==> src/c3lb_pkg.sv <==
`default_nettype none

package c3lb_pkg;

	localparam int KSIZE         = 3;
	localparam int MAX_WIDTH_DEF = 1024;
	localparam int COEF_FRAC_BITS = 8;

	localparam int PIX_W      = 8;
	localparam int TAP_W      = 16;
	localparam int PROD_W     = 25;   // signed 16 x unsigned 8
	localparam int CSUM_W     = 27;   // three products
	localparam int ACC_W      = 29;   // three column sums
	localparam int ROW_W      = 16;
	localparam int OUT_CNT_W  = 26;
	localparam int FW_W       = 11;
	localparam int CFG_IDX_W  = 3;
	localparam int CFG_DATA_W = 64;

	localparam logic [63:0]         TAPS_LO_RST = 64'd0;
	localparam logic [63:0]         TAPS_HI_RST = 64'd256;
	localparam logic [TAP_W-1:0]    TAP8_RST    = 16'd0;
	localparam logic [FW_W-1:0]     WIDTH_RST   = 11'd1024;
	localparam logic [ROW_W-1:0]    HEIGHT_RST  = 16'd480;

	typedef logic [PIX_W-1:0]            pix_t;
	typedef pix_t [KSIZE-1:0]            col_t;    // index 0 is the top row
	typedef logic signed [TAP_W-1:0]     tap_t;
	typedef tap_t [KSIZE-1:0]            tap_col_t;
	typedef logic signed [CSUM_W-1:0]    csum_t;

	typedef enum logic [CFG_IDX_W-1:0] {
		REG_TAPS_LO = 3'd0,
		REG_TAPS_HI = 3'd1,
		REG_TAP8    = 3'd2,
		REG_WIDTH   = 3'd3,
		REG_HEIGHT  = 3'd4,
		REG_MODE    = 3'd5
	} reg_idx_t;

	typedef struct packed {
		logic take;    // store load_in into the window column
		logic clear;   // frame end: window back to zero
		logic adv1;
		logic adv2;
		logic adv3;
	} cell_ctl_t;

endpackage

`default_nettype wire

==> src/c3lb_cell.sv <==
`default_nettype none

module c3lb_cell (
	input  wire logic                 clk,
	input  wire logic                 arst_n,
	input  wire c3lb_pkg::cell_ctl_t  ctl,
	input  wire c3lb_pkg::col_t       shift_in,
	input  wire c3lb_pkg::col_t       load_in,
	input  wire c3lb_pkg::tap_col_t   taps,
	output c3lb_pkg::col_t            col,
	output c3lb_pkg::csum_t           csum
);
	import c3lb_pkg::*;

	col_t                      col_q;
	col_t                      cmp_s1;
	logic signed [PROD_W-1:0]  prod_s2 [KSIZE];
	csum_t                     sum_s3;
	csum_t                     sum_c;

	always_ff @(posedge clk or negedge arst_n) begin
		if (!arst_n) begin
			col_q <= '0;
		end else if (ctl.clear) begin
			col_q <= '0;
		end else if (ctl.take) begin
			col_q <= load_in;
		end
	end

	always_ff @(posedge clk) begin
		if (ctl.adv1) begin
			cmp_s1 <= shift_in;
		end
		if (ctl.adv2) begin
			for (int i = 0; i < KSIZE; i++) begin
				prod_s2[i] <= $signed(taps[i]) * $signed({1'b0, cmp_s1[i]});
			end
		end
		if (ctl.adv3) begin
			sum_s3 <= sum_c;
		end
	end

	always_comb begin
		sum_c = '0;
		for (int i = 0; i < KSIZE; i++) begin
			sum_c = sum_c + CSUM_W'(prod_s2[i]);
		end
	end

	assign col  = col_q;
	assign csum = sum_s3;

endmodule

`default_nettype wire
==> config.mk <==
export PLATFORM = sky130hd
export DESIGN_NAME = c3lb_cell
export DESIGN_NICKNAME = d
export VERILOG_FILES = /design/src/c3lb_pkg.sv /design/src/c3lb_cell.sv
export SDC_FILE = /design/constraint.sdc
export NUM_CORES = 1
export LEC_CHECK = 0
export BUFFER_PORTS_ARGS = -buffer_cell sky130_fd_sc_hd__buf_2
export CAP_MARGIN = 20
export CORE_UTILIZATION = 50
export DETAILED_ROUTE_END_ITERATION = 8
export PLACE_DENSITY_LB_ADDON = 0.12
export SLEW_MARGIN = 10
export SYNTH_ARGS = -nofsm -noshare
export SYNTH_HDL_FRONTEND = slang
export SYNTH_SLANG_ARGS = --single-unit
==> constraint.sdc <==
create_clock -name clk -period 10.4 [get_ports clk]
set_clock_uncertainty 0.1 [all_clocks]
set_input_delay 1.04 -clock clk [delete_from_list [all_inputs] [get_ports clk]]
set_output_delay 1.04 -clock clk [all_outputs]
set_load 0.1 [all_outputs]
; Word level (Yosys, flattened, before mapping)
; Memory sizes are Yosys's and may differ from the RTL's.
; Index checks and enable logic that the tools add are counted.
[word_totals]
reg_bits = 75
ram_bits = 75
input_bits = 103
n_memories = 1
[memory_table]
columns = memory, depth, word_bits, rd, rd_ports_with_merged_regs, write_ports, line
row1 = prod_s2, 3, 25, 3, 0, 3, c3lb_cell.sv:17  ; logic signed [PROD_W-1:0] prod_s2 [KSIZE];
[op_classes]
n_addsub = 2
n_mul = 3
n_mux = 4
n_reduce_logical = 1
[op_table]
columns = cell, count
row1 = multiplier 16 x 9 -> 25 bit, 3
row2 = two-way mux 24 bit, 2
row3 = adder 26 x 25 -> 27 bit, 1
row4 = adder 25 x 25 -> 26 bit, 1
row5 = two-way mux 1 bit, 2
row6 = nonzero test 2 bit, 1

; Logic depth before layout (Yosys ltp)
; Gate-level depths: netlist (run 1).
[depth]
ltp_word = 2
mapped_depth = 20
depth_no_buf = 18

; Worst setup path before layout (run 1)
; Ideal clock, no wire load.
[synth_timing]
path_kind = input to register
from = input port taps[31] in the netlist's numbering
to = memory prod_s2[1][24] (netlist: prod_s2[0][49]) (data pin)
setup_ns = 0.266
arrival_ns = 5.038
required_time_ns = 10.034
slack_ns = 4.996
stages = 18
path_buffers = 2
path_cell_list = clkbuf_1 -> nand2_1 -> fa_1 -> fa_1 -> inv_1 -> fa_1 -> inv_1 -> fa_1 -> inv_1 -> ha_1 -> clkbuf_1 -> a21oi_1 -> nor2b_1 -> nor3_1 -> o2bb2ai_1 -> a21oi_1 -> mux2i_1 -> nand4_1
[synth_lines]
columns = item, line
row1 = from (decl), c3lb_cell.sv:9  ; input wire c3lb_pkg::tap_col_t taps,
row2 = to (decl), c3lb_cell.sv:17

==> results of run 1 <==
-- registers in the layout (all words and copies together) (netlist names) --
| name | count |
|---|---|
| prod_s2 | 75 |
| csum | 27 |
| cmp_s1 | 24 |
| col | 24 |
-- worst min-delay path, cell delays in order, from the launching register on --
cell,delay (ns)
dfrtp_1,0.33
mux2i_1,0.07
nor2_1,0.08
-- Yosys cell counts, types with 4 or more instances --
cell	n	area share, %
nor2_1	60	1.1
a211o_1	4	0.17
a21oi_1	69	1.7
nor3_1	18	0.44
nand2b_1	6	0.18
ha_1	175	11
edfxtp_1	126	19
nand3_1	15	0.37
clkbuf_1	33	0.61
and2_1	212	6.5
o31ai_1	4	0.15
nor2b_1	10	0.31
nand2_1	219	4.0
nand4_1	8	0.24
o21ai_1	8	0.20
o211ai_1	8	0.29
o21bai_1	10	0.37
xor2_1	27	1.2
fa_1	332	33
inv_1	467	8.6
mux2i_1	28	1.4
o21a_1	8	0.29
a31oi_1	15	0.46
a211oi_1	4	0.15
and3_1	9	0.28
o21ai_0	22	0.54
a21o_1	37	1.4
dfrtp_1	24	2.9
xnor2_1	56	2.4
-- through the flow --
| step | hold slack (ns) | util [%] | instance area [sq um] | setup WS [ns] | instances |
|---|---|---|---|---|---|
| final | 0.412 | 55.7 | 22300 | 4.97 | 2736 |
| after global routing | 0.432 | 55.7 | 22300 | 4.69 | 2736 |
| after CTS | 0.420 | 55.7 | 22300 | 5.02 | 2736 |
| after global placement | 0.398 | 54.3 | 21700 | 4.86 | 2704 |
| after floorplan | 0.520 | - | 20400 | 5.00 | 2061 |
| after detailed placement | 0.404 | 54.3 | 21700 | 4.72 | 2704 |
-- final cells by class --
type / instances / area [sq um] / area share, %
Multi-Input combinational cell: 1408 / 14200 / 63.5
Sequential cell: 150 / 4380 / 19.7
Inverter: 467 / 1750 / 7.87
Timing Repair Buffer: 154 / 773 / 3.47
Tap cell: 525 / 657 / 2.95
Clock buffer: 19 / 433 / 1.94
Clock inverter: 13 / 121 / 0.545
-- placed cells by master (no fill, tap or decap), drive strengths merged, types with 5 or more instances in the layout --
master and n:
a211oi 5, a21o 37, a21oi 71, a31oi 15, and2 212, and3 9, buf 154, clkbuf 19
dfrtp 24, edfxtp 126, fa 332, ha 175, inv 472, mux2i 28, nand2 219, nand2b 6
nand3 15, nand4 8, nor2 60, nor2b 11, nor3 18, o211ai 9, o21a 8, o21ai 30
o21bai 10, xnor2 56, xor2 27
-- cells by family after synthesis --
kind of cell	synth area share, %
DFF	21.5
and+or+nand+nor	14.0
xor gates and xnor gates	3.56
adders and majority gates	43.3
muxes	1.37
AOI/OAI and AO/OA	7.15
buffers and inverters	9.25
-- metal layers --
layer / global-route usage [%] / vias up
li1: - / 6695
met1: 29.1 / 7055
met4: 4.96 / 0
met3: 3.30 / 38
met5: 0 / -
met2: 37.7 / 270
-- worst paths after layout --
check | from | endpoint | slack, ns | cells after the start
setup / recovery | cmp_s1[0]$_DFFE_PP_ | prod_s2[0][24]$_DFFE_PP_ | 4.97 | 16
setup reg to reg | cmp_s1[0]$_DFFE_PP_ | prod_s2[0][24]$_DFFE_PP_ | 4.97 | 16
hold reg to reg | col[11]$_DFFE_PN0P_ | col[11]$_DFFE_PN0P_ | 0.41 | 2
min in group asynchronous | arst_n | col[6]$_DFFE_PN0P_ | 0.44 | 1
max in group asynchronous | arst_n | col[10]$_DFFE_PN0P_ | 9.40 | 1
hold / removal | col[11]$_DFFE_PN0P_ | col[11]$_DFFE_PN0P_ | 0.41 | 2
==> impl_metrics.json, run 1 <==
{
  "area_delta_synth_final_pct": 9.05,
  "core_area_sq_um": 40000,
  "yosys.cell_types.count": 62,
  "cp-end-kind": "register",
  "syn_area_sq_um": 20400,
  "gr-usage-all-layers_pct": 21.9,
  "ios": 154,
  "grt_pass1_vias": 14600,
  "ys_warn_count": 0,
  "wl_per_cell_um": 15.5,
  "synthCells": 2061,
  "timing.fmax_mhz": 184,
  "insertion_delay_ns": 0.47,
  "period_minus_slack_ns": 5.43,
  "n_fill_cell": 3617,
  "vias_per_cell": 5.14,
  "start_util_pct": 51.1,
  "port_buffers": 153,
  "hp-class": "reg -> reg",
  "required_ns": 10.57,
  "ctsResizeCount": 0,
  "cts_root_buffer": "clkbuf_16",
  "rsz0062_at_grt": "false",
  "nNetsFinal": 2808,
  "finalHoldViolations": 0,
  "finalWeightedCongestion": 0.867,
  "die_x_um": 204,
  "path_clk_slew_ns": 0.07,
  "antenna_found_initial": 0,
  "cts_buffers": 17,
  "slowest_delay_ns": 0.81,
  "cts_tree": "yes",
  "top_layer": "met4",
  "overflow": 0,
  "drcViolationCount": 0,
  "setup_violations": 0,
  "synth_edf_count": 126,
  "drt-met1-wl_um": 19100,
  "avgSynthCellArea_sq_um": 9.91,
  "drive_gt1_share_pct": 8.86,
  "cp_num_buf_inv": 3,
  "grt_max_degree": 76,
  "cap_violations": 0,
  "ys_ff_latch": 150,
  "ys_seq_area_share_pct": 21.5,
  "die_area_sq_um": 41700,
  "vias": 14100,
  "wirelength_um": 42500,
  "slew_headroom_pct": 36.1,
  "grt_pass1_wl_um": 71800,
  "first_iter_violations": 621,
  "worst_pin_slew_ns": 0.958,
  "drv_slew": 0,
  "htree_num_levels": 4,
  "cts_max_path_buffers": 2,
  "path_delay_family": "adder cells",
  "dr.pass1.iters": 5,
  "crit_arrival_ns": 5.60,
  "wl_met3_um": 1600,
  "critical_path_class": "reg -> reg",
  "met2_length_um": 21300,
  "finalCritPeriodShare_pct": 52.2,
  "crit_slowest_cell": "edfxtp_1",
  "status": "completed",
  "diodes": 0,
  "startpoint_type": "register",
  "crit_path_frequent_cell": "fa_1",
  "hpwl_um": 35700,
  "ant_nets": 0,
  "fin_setup_tns_ns": 0,
  "std_cell_rows": 73,
  "synth_nets": 2671,
  "crit_path_max_fanout": 16,
  "cts_sinks": 150,
  "hold_buffers": 0,
  "cp_cell_sequence": "nand2_1 -> fa_1 -> inv_1 -> fa_1 -> fa_1 -> inv_1 -> fa_1 -> inv_1 -> ha_1 -> a21o_1 -> a21o_1 -> a21o_1 -> or2_2 -> o31ai_1 -> a211oi_1 -> o311ai_0",
  "die_h_um": 204,
  "synthArstFlopShare_pct": 16.0,
  "synth_ff_type": "edfxtp_1",
  "post-cts-setup-buffers": 0
}
Power of run 1 is left out: the tool's default activity adds up to more than one toggle a clock period on the data nets, which glitch-free logic cannot reach.
==> run 2, diff against run 1 <==
- clock period: 10.4 -> 4.7 ns (I/O delays scaled with it)
==> run 2 against run 1 <==
The flow now finishes with violations (negative setup slack). Global-route usage up 0.13 points. Fmax up 14%. Sequential share of layout area down 2.4 points. Routed wire length up 4.9%. Die area unchanged.
==> impl_metrics.json, run 2 (synthesis gave the netlist of run 1 again) <==
{
  "status": "finished with violations",
  "violations": "negative setup slack",
  "hpwl_um": 36600,
  "hp-class": "in -> reg",
  "htree_num_levels": 4,
  "cts_tree": "yes",
  "grt_max_degree": 51,
  "required_ns": 4.80,
  "place_area_sq_um": 23100,
  "largest_register": "prod_s2",
  "drive_gt1_share_pct": 25.7,
  "die_h_um": 204,
  "antenna_found_initial": 0,
  "grt_pass1_wl_um": 73200,
  "die_area_sq_um": 41700,
  "slew_headroom_pct": 51.8,
  "port_buffers": 153,
  "diodes": 0,
  "critPathLaunch": "cmp_s1[19]$_DFFE_PP_",
  "std_cell_rows": 73,
  "reg2reg_slack_ns": -0.06,
  "startpoint_type": "register",
  "pre_cts_ws_ns": -0.434,
  "critical_path_class": "reg -> reg",
  "cp_cell_sequence": "buf_4 -> buf_4 -> nand2_1 -> fa_1 -> fa_1 -> inv_1 -> fa_1 -> inv_1 -> fa_1 -> inv_2 -> ha_4 -> a21boi_2 -> o41ai_2 -> buf_4 -> o21ai_4 -> o41ai_2 -> xnor2_1",
  "grt_pass1_vias": 15700,
  "first_iter_violations": 542,
  "period_minus_slack_ns": 4.76,
  "die_x_um": 204,
  "nNetsFinal": 3035,
  "crit_path_max_fanout": 5,
  "timing.fmax_mhz": 210,
  "vias_per_cell": 5.07,
  "slowest_delay_ns": 0.52,
  "cts_root_buffer": "clkbuf_16",
  "crit_path_frequent_cell": "fa_1",
  "wl_per_cell_um": 15.1,
  "rr_startpoint": "cmp_s1[19]$_DFFE_PP_",
  "drcViolationCount": 0,
  "layout_setup_ws_ns": -0.0593,
  "layout_commonest_cell": "inv_1",
  "cts_max_path_buffers": 2,
  "hold_end": "cmp_s1[11]$_DFFE_PP_",
  "cts_sinks": 150,
  "crit_slowest_cell": "fa_1",
  "start_util_pct": 51.1,
  "stdcell_area_sq_um": 25300,
  "ant_nets": 0,
  "min_from": "shift_in[11]",
  "finalHoldViolations": 0,
  "path_clk_slew_ns": 0.07,
  "r2r-end": "prod_s2[0][72]$_DFFE_PP_",
  "reg2reg_depth": 17,
  "path_delay_family": "adder cells",
  "cp-end-kind": "register",
  "gr-usage-all-layers_pct": 22.0,
  "ios": 154,
  "dr.pass1.iters": 6,
  "drv_slew": 0,
  "wirelength_um": 44600,
  "crit_arrival_ns": 4.86,
  "core_area_sq_um": 40000,
  "vias": 15000,
  "insertion_delay_ns": 0.47,
  "cap_violations": 0,
  "overflow": 0,
  "cts_buffers": 17,
  "cp_num_buf_inv": 6,
  "finalCritPeriodShare_pct": 101,
  "worst_pin_slew_ns": 0.723,
  "area_delta_synth_final_pct": 23.9,
  "largest_reg_flops": 75,
  "min_path_cells": 1,
  "layout_common_cells": "442 x inv_1, 305 x fa_1, 204 x and2_1, 194 x buf_4, 193 x nand2_1",
  "finalWeightedCongestion": 0.878,
  "rsz0062_at_grt": "true",
  "setup_violations": 1
}
[run 2: cell count changes in the layout (fill, tap and decap cells not counted), sizes merged]
cell	previous run	this run
dlygate4sd3	0	1
inv	472	468
clkinv	3	6
bufinv	1	0
clkinvlp	4	2
clkbuf	19	24
buf	154	379
[run 2: cell type report]
class / instances / area [sq um]
clock buffer: 23 / 512
clock inverter: 9 / 65.1
fill: 3322 / 14700
inverter: 467 / 1750
multi-input combinational: 1408 / 15300
sequential: 150 / 4380
tap: 525 / 657
timing repair buffer: 381 / 2670
[run 2: worst max-delay path by stage]
stage                          endpoint  slack (ns)  cells after the start
2_1_floorplan  prod_s2[0][48]$_DFFE_PP_        0.01                     17
3_3_place_gp   prod_s2[0][24]$_DFFE_PP_       -0.34                     16
3_5_place_dp   prod_s2[0][24]$_DFFE_PP_       -0.43                     17
4_1_cts        prod_s2[0][74]$_DFFE_PP_       0.003                     16
5_1_grt        prod_s2[0][72]$_DFFE_PP_       -0.19                     19
6_report       prod_s2[0][72]$_DFFE_PP_       -0.06                     17
[run 2: metrics by stage]
step,std cells,util (%),hold WS (ns),setup TNS [ns]
global placement,2875,57.7,0.371,-1.40
floorplan,2061,-,0.0744,0
finish,2963,63.3,0.0710,-0.0593
detailed placement,2875,57.7,0.379,-2.68
global route,2963,63.3,0.0493,-1.78
CTS,2924,60.0,0.0389,0
[run 2: layer usage]
layer | share of wire [%] | wire length, um | GRT usage [%]
met1 | 44 | 19800 | 28.2
met2 | 51 | 22700 | 38.9
met3 | 3.4 | 1510 | 3.33
met4 | 1.4 | 610 | 5.49
met5 | 0 | 0 | 0
[run 2: worst reg2reg max path, stage by stage (launching register included)]
cell,delay [ns]
edfxtp_1,0.38
buf_4,0.17
buf_4,0.12
nand2_1,0.07
fa_1,0.41
fa_1,0.50
inv_1,0.06
fa_1,0.52
inv_1,0.05
fa_1,0.49
inv_2,0.05
ha_4,0.22
a21boi_2,0.16
o41ai_2,0.39
buf_4,0.19
o21ai_4,0.07
o41ai_2,0.39
xnor2_1,0.14
[run 2: repair_timing]
item	4_1_cts	5_1_grt
resized for setup	50	214
hold endpoints to repair	24	0
buffers inserted	17	42
pin swaps	32	163
hold buffers	1	0
gates cloned	0	1
endpoints found under the setup margin	22	31
Power of run 2 is left out for the same reason.
==> run 3, diff against run 2 <==
- CTS_BUF_LIST: unset -> sky130_fd_sc_hd__clkbuf_4
==> run 3 against run 2 <==
The flow still finishes with violations (negative setup slack). First-iteration DRC count increased by 7.4%. Final area increased by 0.99%. Non-clock buffer count increased by 45. Die area unchanged. Register-to-register slack about the same. Routed wire length increased by 2.1%. Critical endpoint is now prod_s2[0][24]$_DFFE_PP_. Largest cell class unchanged.
==> impl_metrics.json, run 3 (synthesis gave the netlist of run 1 again) <==
{
  "status": "finished with violations",
  "violations": "negative setup slack",
  "reg2reg_depth": 17,
  "die_x_um": 204,
  "start_util_pct": 51.1,
  "cts_sinks": 150,
  "use_met2_pct": 39.9,
  "gr-max-usage-layer": "met2",
  "critPathLaunch": "cmp_s1[0]$_DFFE_PP_",
  "fin_util_pct": 63.9,
  "finalCritPeriodShare_pct": 101,
  "cp_num_buf_inv": 5,
  "antenna_found_initial": 2,
  "area_delta_synth_final_pct": 25.1,
  "rr_startpoint": "cmp_s1[0]$_DFFE_PP_",
  "overflow": 0,
  "port_buffers": 153,
  "finalHoldViolations": 0,
  "cp.depth": 17,
  "layout_commonest_cell": "inv_1",
  "slew_headroom_pct": 50.5,
  "path_delay_family": "adder cells",
  "pre_cts_ws_ns": -0.434,
  "htree_num_levels": 4,
  "drcViolationCount": 0,
  "setup_violations": 1,
  "gr-usage-all-layers_pct": 22.4,
  "wirelength_um": 45600,
  "std_cell_rows": 73,
  "finalWeightedCongestion": 0.878,
  "r2r-end": "prod_s2[0][24]$_DFFE_PP_",
  "largest_reg_flops": 75,
  "crit_path_max_fanout": 7,
  "timing.fmax_mhz": 210,
  "vias": 15200,
  "layout_common_cells": "448 x inv_1, 308 x fa_1, 202 x and2_1, 194 x nand2_1, 182 x buf_4",
  "crit_arrival_ns": 5.08,
  "reg2reg_slack_ns": -0.06,
  "grt_pass1_vias": 16100,
  "cts_tree": "yes",
  "insertion_delay_ns": 0.70,
  "ant_nets": 0,
  "cts_max_path_buffers": 2,
  "slowest_delay_ns": 0.50,
  "gr-usage-met1_pct": 28.5,
  "rsz0062_at_grt": "true",
  "dr.pass1.iters": 5,
  "period_minus_slack_ns": 4.76,
  "use_met3_pct": 3.30,
  "first_iter_violations": 582,
  "hpwl_um": 36600,
  "startpoint_type": "register",
  "critical_path_class": "reg -> reg",
  "wl_per_cell_um": 15.1,
  "cts_buffers": 17,
  "core_area_sq_um": 40000,
  "crit_slowest_cell": "fa_1",
  "cp-end-kind": "register",
  "grt_pass1_wl_um": 74400,
  "drive_gt1_share_pct": 24.8,
  "nNetsFinal": 3080,
  "required_ns": 5.02,
  "crit_end": "prod_s2[0][24]$_DFFE_PP_",
  "layout_setup_ws_ns": -0.0619,
  "worst_pin_slew_ns": 0.742,
  "path_clk_slew_ns": 0.14,
  "ios": 154,
  "drv_slew": 0,
  "cp_cell_sequence": "buf_12 -> nand2_4 -> fa_2 -> buf_6 -> buf_4 -> fa_2 -> buf_6 -> fa_1 -> inv_1 -> fa_1 -> ha_4 -> a21o_1 -> a21o_1 -> or2_4 -> o31ai_4 -> a211oi_2 -> o311ai_2",
  "largest_register": "prod_s2",
  "hp-class": "in -> reg",
  "cap_violations": 0,
  "vias_per_cell": 5.05,
  "die_area_sq_um": 41700,
  "die_h_um": 204,
  "grt_max_degree": 51,
  "cts_root_buffer": "clkbuf_4"
}
run 3: changes by cell type in the layout (fill, tap and decap cells not counted), moves of 4 or more:
cell	change
nand2_2	-4
o21ai_4	+4
inv_1	+6
dlygate4sd3_1	+48
buf_6	+10
clkbuf_16	-21
buf_4	-12
clkbuf_4	+20
ha_1	+5
inv_2	-6
run 3: worst register-to-register path: stages (launching register included):
cell and delay [ns]:
edfxtp_1 0.47, buf_12 0.18, nand2_4 0.08, fa_2 0.47
buf_6 0.15, buf_4 0.13, fa_2 0.48, buf_6 0.14
fa_1 0.47, inv_1 0.05, fa_1 0.50, ha_4 0.29
a21o_1 0.09, a21o_1 0.20, or2_4 0.18, o31ai_4 0.06
a211oi_2 0.26, o311ai_2 0.18
run 3: per-layer routing:
layer / part of all wire [%] / up-vias
met5: 0 / -
met3: 3.2 / 50
met4: 1.4 / 0
met2: 52 / 250
li1: - / 7250
met1: 44 / 7659
run 3: per-stage QoR:
stage / hold slack [ns] / TNS [ns] / cells / cell area (sq um)
4_1_cts: 0.00542 / -0.00485 / 2981 / 24300
6_report: 0.0788 / -0.0619 / 3011 / 25600
3_5_place_dp: 0.379 / -2.68 / 2875 / 23100
5_1_grt: 0.0349 / -1.36 / 3011 / 25600
2_1_floorplan: 0.0744 / 0 / 2061 / 20400
3_3_place_gp: 0.371 / -1.40 / 2875 / 23100
run 3: layout make-up:
cell class / instances / area [sq um]
sequential: 150 / 4380
fill: 3288 / 14400
inverter: 467 / 1750
multi-input combinational: 1408 / 15300
clock inverter: 12 / 155
clock buffer: 20 / 150
tap: 525 / 657
timing repair buffer: 426 / 3130
antenna: 3 / 7.51
run 3: worst min-delay path by stage:
stage / from / end / depth (start not counted)
4_1_cts: taps[16] / prod_s2[0][25]$_DFFE_PP_ / 2
5_1_grt: taps[16] / prod_s2[0][25]$_DFFE_PP_ / 2
6_report: taps[16] / prod_s2[0][25]$_DFFE_PP_ / 2
2_1_floorplan: arst_n / col[0]$_DFFE_PN0P_ / 0
3_3_place_gp: arst_n / col[19]$_DFFE_PN0P_ / 1
3_5_place_dp: arst_n / col[19]$_DFFE_PN0P_ / 1
run 3: timing repair:
item,in CTS,in global routing
gates resized for setup,53,227
hold endpoints to repair,72,0
pin swaps,45,146
endpoints found under the setup margin,24,31
setup buffers,25,27
hold buffers,49,0
cloned,1,2
Power of run 3 is left out for the same reason.
